**config.mk**
```make
export PLATFORM = sky130hd
export DESIGN_NAME = thermistor_adc_to_temperature_top
export DESIGN_NICKNAME = d
export VERILOG_FILES = /design/src/hdl/tadc_pkg.sv /design/src/hdl/tadc_ctrl.sv /design/src/hdl/tadc_dp.sv /design/src/hdl/thermistor_adc_to_temperature_top.sv
export SDC_FILE = /design/constraint.sdc
export NUM_CORES = 1
export LEC_CHECK = 0
export ABC_AREA = 1
export BUFFER_PORTS_ARGS = -buffer_cell sky130_fd_sc_hd__buf_4
export CORE_MARGIN = 2
export CORE_UTILIZATION = 40
export DETAILED_ROUTE_END_ITERATION = 10
export PLACE_DENSITY_LB_ADDON = 0.1
export SLEW_MARGIN = 20
export SYNTH_ARGS = -nofsm -noshare
export SYNTH_HDL_FRONTEND = slang
export SYNTH_SLANG_ARGS = --single-unit
export TNS_END_PERCENT = 50
```
**constraint.sdc**
```tcl
create_clock -name clk -period 4.8 [get_ports clk]
set_input_delay 0.24 -clock clk [delete_from_list [all_inputs] [get_ports clk]]
set_output_delay 0.24 -clock clk [all_outputs]
set_load 0.1 [all_outputs]
```
**src/hdl/tadc_pkg.sv**
```systemverilog
// tadc_pkg: types, constants and the degree table for the thermistor converter
// no dependencies; used by tadc_ctrl, tadc_dp and the top level
`timescale 1ns / 1ps

package tadc_pkg;

  localparam int TABLE_ENTRIES = 100;
  localparam int FRAC_BITS_DEF = 8;
  localparam int SAMPLE_BITS_DEF = 12;
  localparam int SAMPLE_MAX_BITS = 16;
  localparam int ROM_BITS = 12;
  localparam int TEMP_BITS = 15;
  localparam int SEG_BITS = $clog2(TABLE_ENTRIES - 1);
  localparam int CNT_BITS = 5;

  typedef logic [SEG_BITS-1:0] seg_t;
  typedef logic [ROM_BITS-1:0] code_t;
  typedef logic [CNT_BITS-1:0] cnt_t;

  typedef enum logic [1:0] {
    FLAG_IN   = 2'd0,
    FLAG_LOW  = 2'd1,
    FLAG_HIGH = 2'd2
  } range_flag_t;

  typedef enum logic [2:0] {
    ST_IDLE,
    ST_SEARCH,
    ST_FETCH,
    ST_DINIT,
    ST_DIV,
    ST_DONE
  } state_t;

  // controller to datapath
  typedef struct packed {
    logic load;
    logic search_step;
    logic fetch;
    logic div_init;
    logic div_step;
    logic out_load;
    cnt_t cnt;
  } cmd_t;

  // datapath to controller
  typedef struct packed {
    logic clamped;
    logic out_free;
  } status_t;

  localparam code_t DEG_ROM [TABLE_ENTRIES] = '{
    12'd961,  12'd999,  12'd1038, 12'd1077, 12'd1117, 12'd1158, 12'd1199, 12'd1241,
    12'd1284, 12'd1327, 12'd1370, 12'd1414, 12'd1458, 12'd1503, 12'd1548, 12'd1593,
    12'd1638, 12'd1684, 12'd1729, 12'd1775, 12'd1821, 12'd1866, 12'd1912, 12'd1957,
    12'd2003, 12'd2048, 12'd2092, 12'd2137, 12'd2181, 12'd2224, 12'd2268, 12'd2311,
    12'd2353, 12'd2395, 12'd2436, 12'd2477, 12'd2517, 12'd2557, 12'd2596, 12'd2634,
    12'd2672, 12'd2709, 12'd2745, 12'd2781, 12'd2816, 12'd2850, 12'd2884, 12'd2916,
    12'd2949, 12'd2980, 12'd3011, 12'd3041, 12'd3070, 12'd3099, 12'd3127, 12'd3154,
    12'd3180, 12'd3206, 12'd3231, 12'd3256, 12'd3280, 12'd3303, 12'd3326, 12'd3348,
    12'd3369, 12'd3390, 12'd3410, 12'd3430, 12'd3449, 12'd3467, 12'd3485, 12'd3503,
    12'd3520, 12'd3537, 12'd3553, 12'd3568, 12'd3583, 12'd3598, 12'd3612, 12'd3626,
    12'd3639, 12'd3652, 12'd3665, 12'd3677, 12'd3689, 12'd3700, 12'd3712, 12'd3722,
    12'd3733, 12'd3743, 12'd3753, 12'd3762, 12'd3772, 12'd3781, 12'd3789, 12'd3798,
    12'd3806, 12'd3814, 12'd3822, 12'd3829
  };

  // out-of-range indices read as all ones
  function automatic code_t rom_at(input seg_t idx);
    code_t v;
    v = '1;
    if (int'(idx) < TABLE_ENTRIES) begin
      v = DEG_ROM[idx];
    end
    return v;
  endfunction

endpackage

```
**src/hdl/tadc_ctrl.sv**
```systemverilog
// tadc_ctrl: sequencer for search, segment fetch and restoring division
// depends on tadc_pkg
`timescale 1ns / 1ps

module tadc_ctrl import tadc_pkg::*; #(
  parameter int FRAC_BITS = FRAC_BITS_DEF
) (
  input  logic    clk,
  input  logic    rst,
  input  logic    in_valid,
  output logic    in_ready,
  input  status_t st,
  output cmd_t    cmd,
  output state_t  fsm_state
);

  state_t state, state_next;
  cnt_t   cnt, cnt_next;

  assign fsm_state = state;

  always_ff @(posedge clk) begin
    if (rst) begin
      state <= ST_IDLE;
      cnt   <= '0;
    end else begin
      state <= state_next;
      cnt   <= cnt_next;
    end
  end

  // next state
  always_comb begin
    state_next = state;
    cnt_next   = cnt;
    unique case (state)
      ST_IDLE: begin
        if (in_valid) begin
          state_next = ST_SEARCH;
          cnt_next   = cnt_t'(SEG_BITS - 1);
        end
      end
      ST_SEARCH: begin
        if (st.clamped) begin
          state_next = ST_DONE;
        end else if (cnt == '0) begin
          state_next = ST_FETCH;
        end else begin
          cnt_next = cnt - cnt_t'(1);
        end
      end
      ST_FETCH: begin
        state_next = ST_DINIT;
      end
      ST_DINIT: begin
        state_next = ST_DIV;
        cnt_next   = cnt_t'(FRAC_BITS - 1);
      end
      ST_DIV: begin
        if (cnt == '0) begin
          state_next = ST_DONE;
        end else begin
          cnt_next = cnt - cnt_t'(1);
        end
      end
      ST_DONE: begin
        if (st.out_free) begin
          state_next = ST_IDLE;
        end
      end
      default: begin
        state_next = ST_IDLE;
      end
    endcase
  end

  // outputs
  always_comb begin
    cmd          = '0;
    cmd.cnt      = cnt;
    in_ready     = 1'b0;
    unique case (state)
      ST_IDLE: begin
        in_ready = 1'b1;
        cmd.load = in_valid;
      end
      ST_SEARCH: cmd.search_step = 1'b1;
      ST_FETCH:  cmd.fetch       = 1'b1;
      ST_DINIT:  cmd.div_init    = 1'b1;
      ST_DIV:    cmd.div_step    = 1'b1;
      ST_DONE:   cmd.out_load    = st.out_free;
      default: begin
      end
    endcase
  end

endmodule

```
**src/hdl/tadc_dp.sv**
```systemverilog
// tadc_dp: sample and clamp registers, table search, divider and output register
// depends on tadc_pkg
`timescale 1ns / 1ps

module tadc_dp import tadc_pkg::*; #(
  parameter int FRAC_BITS   = FRAC_BITS_DEF,
  parameter int SAMPLE_BITS = SAMPLE_BITS_DEF
) (
  input  logic                  clk,
  input  logic                  rst,
  input  logic [SAMPLE_BITS-1:0] sample,
  input  cmd_t                  cmd,
  output status_t               st,
  output logic                  out_valid,
  input  logic                  out_ready,
  output logic [TEMP_BITS-1:0]  out_temp,
  output logic [1:0]            out_flag
);

  localparam int XW = SAMPLE_MAX_BITS;
  localparam int QW = FRAC_BITS + 1;
  localparam int SUM_W = 32;

  logic [XW-1:0] x;
  range_flag_t   flag;
  seg_t          seg;
  code_t         diff;
  code_t         den;
  code_t         rem;
  logic [QW-1:0] q;

  logic [XW-1:0]     x_in;
  seg_t              cand;
  logic              take;
  logic [ROM_BITS:0] rem2;
  logic [SUM_W-1:0]  temp_sum;

  assign x_in = XW'(sample);
  assign cand = seg | (seg_t'(1) << cmd.cnt);
  assign take = (int'(cand) <= TABLE_ENTRIES - 2) && (XW'(rom_at(cand)) < x);
  assign rem2 = {rem, 1'b0};

  always_ff @(posedge clk) begin
    if (cmd.load) begin
      x   <= x_in;
      seg <= '0;
      if (x_in <= XW'(DEG_ROM[0])) begin
        flag <= FLAG_LOW;
      end else if (x_in >= XW'(DEG_ROM[TABLE_ENTRIES-1])) begin
        flag <= FLAG_HIGH;
      end else begin
        flag <= FLAG_IN;
      end
    end
    // largest segment whose lower code is below the sample
    if (cmd.search_step && take) begin
      seg <= cand;
    end
    if (cmd.fetch) begin
      diff <= code_t'(x) - rom_at(seg);
      den  <= rom_at(seg + seg_t'(1)) - rom_at(seg);
    end
    // integer bit of the quotient is one only when the sample hits the upper code
    if (cmd.div_init) begin
      if (diff >= den) begin
        rem <= diff - den;
        q   <= QW'(1);
      end else begin
        rem <= diff;
        q   <= '0;
      end
    end
    if (cmd.div_step) begin
      if (rem2 >= {1'b0, den}) begin
        rem <= code_t'(rem2 - {1'b0, den});
        q   <= {q[QW-2:0], 1'b1};
      end else begin
        rem <= code_t'(rem2);
        q   <= {q[QW-2:0], 1'b0};
      end
    end
  end

  assign st.clamped  = (flag != FLAG_IN);
  assign st.out_free = !out_valid || out_ready;

  always_comb begin
    temp_sum = '0;
    case (flag)
      FLAG_LOW:  temp_sum = '0;
      FLAG_HIGH: temp_sum = SUM_W'(TABLE_ENTRIES - 1) << FRAC_BITS;
      default:   temp_sum = (SUM_W'(seg) << FRAC_BITS) + SUM_W'(q);
    endcase
  end

  // output register, parts the result from the next item's work
  always_ff @(posedge clk) begin
    if (rst) begin
      out_valid <= 1'b0;
    end else if (cmd.out_load) begin
      out_valid <= 1'b1;
    end else if (out_ready) begin
      out_valid <= 1'b0;
    end
  end

  always_ff @(posedge clk) begin
    if (cmd.out_load) begin
      out_temp <= temp_sum[TEMP_BITS-1:0];
      out_flag <= flag;
    end
  end

endmodule

```
**src/hdl/thermistor_adc_to_temperature_top.sv**
```systemverilog
// Usage of thermistor_adc_to_temperature_top:
// one converter sample in on the s_axis group (tdata bits [SAMPLE_BITS-1:0]),
// one temperature out on the m_axis group, degrees times 2^FRAC_BITS in
// tdata[14:0] and the range flag in tuser[1:0] (0 in range, 1 clamped low,
// 2 clamped high).
// An in-range sample is searched in the degree table one index bit a cycle,
// the segment codes are fetched, the divider is primed and then runs one
// quotient bit a cycle; a clamped sample skips the divider.
// One item is worked at a time; the next is accepted once the previous
// result is in the output register, so the item rate is set by the search
// and the bit-serial divider.
// The output register holds a result while the receiver stalls and the next
// item is still accepted and worked; it waits for the register to free up.
// Reset (rst, synchronous) returns the sequencer to idle and drops tvalid.
// depends on tadc_pkg, tadc_ctrl, tadc_dp
`timescale 1ns / 1ps

module thermistor_adc_to_temperature_top import tadc_pkg::*; #(
  parameter int FRAC_BITS   = FRAC_BITS_DEF,
  parameter int SAMPLE_BITS = SAMPLE_BITS_DEF
) (
  input  logic        clk,
  input  logic        rst,
  input  logic        s_axis_tvalid,
  output logic        s_axis_tready,
  input  logic [15:0] s_axis_tdata,  // [11:0] adc_sample, [15:12] zero
  output logic        m_axis_tvalid,
  input  logic        m_axis_tready,
  output logic [15:0] m_axis_tdata,  // [14:0] temperature_q8, [15] zero
  output logic [1:0]  m_axis_tuser   // [1:0] range_flag
);

  cmd_t                 cmd;
  status_t              st;
  state_t               state;
  logic [TEMP_BITS-1:0] temp;

  tadc_ctrl #(
    .FRAC_BITS(FRAC_BITS)
  ) u_ctrl (
    .clk       (clk),
    .rst       (rst),
    .in_valid  (s_axis_tvalid),
    .in_ready  (s_axis_tready),
    .st        (st),
    .cmd       (cmd),
    .fsm_state (state)
  );

  tadc_dp #(
    .FRAC_BITS  (FRAC_BITS),
    .SAMPLE_BITS(SAMPLE_BITS)
  ) u_dp (
    .clk       (clk),
    .rst       (rst),
    .sample    (s_axis_tdata[SAMPLE_BITS-1:0]),
    .cmd       (cmd),
    .st        (st),
    .out_valid (m_axis_tvalid),
    .out_ready (m_axis_tready),
    .out_temp  (temp),
    .out_flag  (m_axis_tuser)
  );

  assign m_axis_tdata = 16'(temp);

`ifndef SYNTHESIS
  a_ready_idle: assert property (@(posedge clk) disable iff (rst)
    s_axis_tready == (state == ST_IDLE))
    else $error("input ready outside idle");

  a_one_at_a_time: assert property (@(posedge clk) disable iff (rst)
    s_axis_tvalid && s_axis_tready |=> !s_axis_tready)
    else $error("second item taken while one is in work");

  a_flag_code: assert property (@(posedge clk) disable iff (rst)
    m_axis_tvalid |-> m_axis_tuser != 2'd3)
    else $error("invalid range flag");

  a_low_zero: assert property (@(posedge clk) disable iff (rst)
    m_axis_tvalid && (m_axis_tuser == FLAG_LOW) |-> m_axis_tdata == 16'd0)
    else $error("clamped low result not zero");
`endif

endmodule

```
# Yosys cells after proc, flatten, opt, wreduce, memory -nomap -nowiden
# Memory sizes are Yosys's and may differ from the RTL's.
# Cells that the tools add are included.
dict set report totals {
  input_bits 20
  n_memories 3
  register_bits 92
  romBits 4608
}
dict set report op_classes {
  n_reduce_logical 13
  eq_ne 12
  bitwise 4
  mux 42
  addsub 7
  shift 1
  n_lt_le_gt_ge 12
}
# name depth word_bits rd rd_ports_with_merged_regs wr line_no
set memory_table {}
lappend memory_table {{(name not given)} 128 12 1 0 0 tadc_pkg.sv:73} ;# v = DEG_ROM[idx];
lappend memory_table {{(name not given)} 128 12 1 0 0 tadc_pkg.sv:73}
lappend memory_table {{(name not given)} 128 12 1 0 0 tadc_pkg.sv:73}
# op count
set ops {}
lappend ops {{2-to-1 mux 12 bit} 15}
lappend ops {{subtractor 12 bit} 4}
lappend ops {{one-hot mux 15 bit (2 select lines)} 1}
lappend ops {{>= comparator 8 bit (second input constant)} 3}
lappend ops {{NOT 7 -> 8 bit} 3}
lappend ops {{< comparator 7 bit (second input constant)} 3}
lappend ops {{one-hot mux 5 bit (4 select lines)} 1}
lappend ops {{2-to-1 mux 9 bit} 2}
lappend ops {{one-hot mux 3 bit (6 select lines)} 1}
lappend ops {{adder 15 x 9 -> 15 bit} 1}
lappend ops {{2-to-1 mux 3 bit} 5}
lappend ops {{2-to-1 mux 5 bit} 3}
lappend ops {{2-to-1 mux 7 bit} 2}
lappend ops {{>= comparator 13 x 12 -> 1 bit} 1}
lappend ops {{>= comparator 12 bit} 1}
lappend ops {{>= comparator 12 bit (second input constant)} 1}
lappend ops {{<= comparator 12 x 10 -> 1 bit (second input constant)} 1}
lappend ops {{< comparator 12 bit} 1}
lappend ops {{2-to-1 mux 1 bit} 11}
lappend ops {{nonzero test 2 bit} 4}
lappend ops {{adder 7 x 1 -> 7 bit (second input constant)} 1}
lappend ops {{<= comparator 7 bit (second input constant)} 1}
lappend ops {{bitwise OR 7 bit} 1}
lappend ops {{<< shifter 1 x 5 -> 7 bit (first input constant)} 1}
lappend ops {{other kinds (18)} 23}

# Logic depth before layout (Yosys ltp)
dict set report logic_depth {
  ltp_word 11
  mapped_depth 26
  mapped_depth_nobuf 24
}

# Hierarchy
# From an unflattened synthesis, not the netlist that was laid out.
dict set report unflattened {
  cells_unflattened 1615
  area_unflattened_um2 10889.2
}
# module cells_per_inst seq_area_each_um2 n_inst area_per_inst_um2
set modules_own_cells {}
lappend modules_own_cells {tadc_dp 1495 2512.4 1 10183.5}
lappend modules_own_cells {tadc_ctrl 118 160.2 1 694.4}
lappend modules_own_cells {thermistor_adc_to_temperature_top 2 0.0 1 11.3}

# Worst setup path before layout
# No wires, ideal clock.
dict set report synth_timing {
  path_kind {register to register}
  start {reg u_dp.seg[1]}
  end {reg u_dp.den[11] (data pin)}
  path_buffers 2
  path_slack_ns 0.323
  path_stages_with_launch 22
  arrival_time_ns 4.214
  required_time_ns 4.538
  setup_ns 0.262
  path_cell_list {edfxtp_1 ha_1 inv_1 ha_1 buf_2 clkinv_1 clkbuf_1 ha_1 o311ai_0 a21oi_1 a2bb2oi_1 ha_1 nand3_1 nand2_1 a21oi_1 o21ai_0 a21boi_0 o21ai_0 nand2_1 nand2_1 a21oi_1 xor2_1}
}
dict set report synth_between {
  elab_chain_cells 8
  word_cells_on_any_way 16
}
# item line_no
set synth_rtl {}
lappend synth_rtl {{start: declaration} tadc_dp.sv:26} ;# seg_t seg;
lappend synth_rtl {{start signal: assignment} tadc_dp.sv:57} ;# seg <= cand;
lappend synth_rtl {{adder 7 x 1 -> 7 bit} tadc_dp.sv:61} ;# den <= rom_at(seg + seg_t'(1)) - rom_at(seg);
lappend synth_rtl {{NOT 7 -> 8 bit (not written as such)} tadc_pkg.sv:73}
lappend synth_rtl {{memory read (128 x 12 bit)} n/a}
lappend synth_rtl {{2-to-1 mux 12 bit (not written as such) (2 in a row)} tadc_pkg.sv:73}
lappend synth_rtl {{2-to-1 mux 12 bit} tadc_pkg.sv:72} ;# if (int'(idx) < TABLE_ENTRIES) begin
lappend synth_rtl {{2-to-1 mux 12 bit} tadc_dp.sv:59} ;# if (cmd.fetch) begin
lappend synth_rtl {{subtractor 12 bit (*)} tadc_dp.sv:61}
lappend synth_rtl {{end signal: assignment} tadc_dp.sv:61}
lappend synth_rtl {{end: declaration} tadc_dp.sv:28} ;# code_t den;
# Mark *: on every way between the ends. The rest lies on a longest branch, timed or not. The select of a mux whose other input is x is not followed.
# A chain may end at the register's enable or synchronous reset.

# Final worst setup path
dict set report layout_timing {
  start {reg u_dp.seg[0]}
  end {reg u_dp.diff[11] (data pin)}
}
dict set report layout_between {
  elab_chain_cells 7
  word_cells_on_any_way 8
}
# item line_no
set layout_rtl {}
lappend layout_rtl {{NOT 7 -> 8 bit (not written as such)} tadc_pkg.sv:73}
lappend layout_rtl {{memory read (128 x 12 bit)} n/a}
lappend layout_rtl {{2-to-1 mux 12 bit (2 in a row)} n/a}
lappend layout_rtl {{2-to-1 mux 12 bit (*) (2 in a row)} n/a}
lappend layout_rtl {{subtractor 12 bit (*)} tadc_dp.sv:60} ;# diff <= code_t'(x) - rom_at(seg);
lappend layout_rtl {{end signal: assignment} tadc_dp.sv:60}
lappend layout_rtl {{end: declaration} tadc_dp.sv:27} ;# code_t diff;
# Marks and branches as above.

==> flow_summary.json <==
{
  "status": "completed",
  "finalNetCount": 1697,
  "met1_usage": 0.3767,
  "start_util": 0.4064,
  "cts_made_buffers": 9,
  "yosys-top-cells-area": "edfxtp_1 (24%), ha_1 (12%), nand2_1 (9.5%)",
  "die_h_um": 166.7,
  "synth_top_area_share": 0.2353,
  "wire_per_inst_um": 20.33,
  "layout-drive-gt1-share": 0.1122,
  "grt_pass1_wl_um": 59570,
  "clock-skew-final_ps": 26.84,
  "totalWireLength_um": 38880,
  "gp_congestion": 1.041,
  "cts_hold_buf": 0,
  "synth_warnings": 0,
  "cp-end-kind": "flip-flop",
  "synth_commonest_cells": "nand2_1 (269), inv_1 (192), nor2_1 (149)",
  "syn_area_mm2": 0.01059,
  "syn_avg_cell_area_um2": 6.990,
  "grtUsageMet2": 0.4208,
  "fmax_mhz": 225.5,
  "drc": 0,
  "io-pin-count": 40,
  "crit_fanout": 7,
  "finalSetupTns_ps": 0,
  "die_area_mm2": 0.02779,
  "first_pass_iters": 6,
  "htree_levels": 3,
  "critPathLaunchType": "flip-flop",
  "seq_area_frac_synth": 0.2524,
  "drt_iter0_markers": 1541,
  "hpwlAfterDp_um": 30190,
  "fillers": 2719,
  "worstPathArrival_ps": 4650,
  "slew_headroom": 0.4443,
  "maxSlewViolCount": 0,
  "antenna_left": 0,
  "synth_edf_count": 83,
  "hold_slack_ps": 61.44,
  "syn_to_final_growth_pct": 11.64,
  "cp.required_ps": 5010,
  "hold_viol": 0,
  "ys_seq_elements": 92,
  "fin_crit_ps": 4434,
  "die_w_um": 166.7,
  "maxCapViolations": 0,
  "clock_path_buffers": 2,
  "yosys.area.top_type": "edfxtp_1",
  "grt_overflow": 0,
  "grt_max_degree": 26,
  "grt_pass1_vias": 10651,
  "synth_cell_types": 64,
  "placeableCoreArea_mm2": 0.02606,
  "globalRouteTotalUtil": 0.2695,
  "synth_most_common_cell": "nand2_1",
  "synth_ff_type": "edfxtp_1",
  "ctsRootBufferMaster": "clkbuf_16",
  "viasPerCell": 6.010,
  "io_buffers": 34,
  "gr-max-usage-layer": "met2",
  "post-route-period-util": 0.9238,
  "worstSkewPairLatency_ps": 370,
  "criticalPathCategory": "flip-flop to flip-flop",
  "finalSetupViolations": 0,
  "antenna_found_initial": 1,
  "num_vias": 11491,
  "synth-async-reset-ratio": 0,
  "rows": 59,
  "cts.clk_slew.worst_paths_ps": 100,
  "hold_path_class": "primary input to flip-flop",
  "cts_tree": "yes",
  "synth_fp_nets": 1640,
  "cts_sinks": 92,
  "worst_slew_pin_slew_ps": 833.4,
  "rsz0062_at_grt": "no",
  "netlist_instances": 1515,
  "grt_util_met3": 0.05751,
  "num_antenna_cells": 0
}
## metrics by stage
stage | instance area [um2] | std cells | worst slack (ps) | util
after floorplan | 10590 | 1515 | 323.4 | -
after global placement | 11520 | 1896 | 400.3 | 0.4419
after detailed placement | 11520 | 1896 | 377.7 | 0.4419
after CTS | 11820 | 1912 | 327.8 | 0.4535
after global routing | 11820 | 1912 | 10.89 | 0.4537
final | 11820 | 1912 | 365.9 | 0.4537
## flip-flops by register name, summed over array words and instances, names as in the netlist
register          flops
u_dp.den             12
u_dp.x               12
u_dp.diff            12
u_dp.q                9
u_ctrl.cnt            5
u_dp.rem             12
u_dp.out_flag         2
u_dp.out_temp        15
u_dp.flag             2
u_dp.seg              7
u_dp.out_valid        1
u_ctrl.fsm_state      3
## cell families after synthesis
family                   share of synthesized area
adder cells (fa/ha/maj)                     0.1276
other                                    0.0003541
buffers and inverters                      0.09865
AO/OA/AOI/OAI                               0.2519
flip-flops                                  0.2524
XOR/XNOR                                   0.03391
AND/OR/NAND/NOR                             0.2352
## per-layer routing
layer | wire length (um) | part of all wire
met5 | 0 | 0
met4 | 1140 | 0.029
met3 | 4002 | 0.10
met2 | 17050 | 0.44
met1 | 16680 | 0.43
## path summary, 6_finish.rpt
| check | from | to | slack [ps] | cells past startpoint |
|---|---|---|---|---|
| hold / removal | s_axis_tdata[7] | u_dp.x[7]$_DFFE_PP_ | 60 | 1 |
| setup reg to reg | u_dp.seg[0]$_SDFFCE_PN0P_ | u_dp.diff[11]$_DFFE_PP_ | 370 | 22 |
| hold reg to reg | u_dp.flag[0]$_SDFFCE_PP1P_ | u_dp.out_flag[0]$_DFFE_PP_ | 490 | 0 |
| setup / recovery | u_dp.seg[0]$_SDFFCE_PN0P_ | u_dp.diff[11]$_DFFE_PP_ | 370 | 22 |
## worst max-delay path, stage by stage, from the launching register on
cell and delay [ps]:
edfxtp_1 430, inv_2 110, buf_4 170, ha_1 300, nor2_1 290, inv_1 130
nand2_1 110, nand2_1 70, o211ai_1 170, a31oi_1 180, a2111oi_0 520, buf_4 250
ha_1 280, a21oi_1 210, o21ai_0 90, a21oi_1 220, nor2_1 70, nor2_1 100
o21bai_1 100, a21oi_1 140, nor2_1 50, nor2_1 100, xor2_1 180
## repair_timing
item / CTS / global route
hold endpoints to repair: 0 / 0
resized for setup: 0 / 4
endpoints found under the setup margin: 0 / 3
setup buffers: 0 / 0
## placed cells by master, fill, tap and decap left out, types with 10 or more instances in the layout
master / count
o21ai_0: 144
nor2_1: 149
edfxtp_1: 83
o31ai_1: 10
a21oi_1: 119
inv_2: 13
ha_1: 99
a211oi_1: 11
nand4_1: 10
inv_1: 191
o211ai_1: 37
nand2_1: 269
a31oi_1: 18
nand2_2: 11
xor2_1: 36
nand3_1: 79
nor3_1: 27
o22ai_1: 14
buf_4: 100
nor2_2: 13
o221ai_1: 11
## area by class of cell
| type | count | area [um2] | share of cell area |
|---|---|---|---|
| timing repair buffer | 100 | 750.7 | 0.06350 |
| clock buffer | 9 | 225.2 | 0.01905 |
| multi-input combinational | 1160 | 6887 | 0.5825 |
| inverter | 209 | 793.3 | 0.06710 |
| clock inverter | 7 | 75.07 | 0.006350 |
| sequential | 92 | 2673 | 0.2261 |
| tap | 335 | 419.2 | 0.03545 |
Power is left out: the tool's default activity adds up to more than one toggle a clock period on the data nets, which glitch-free logic cannot reach.
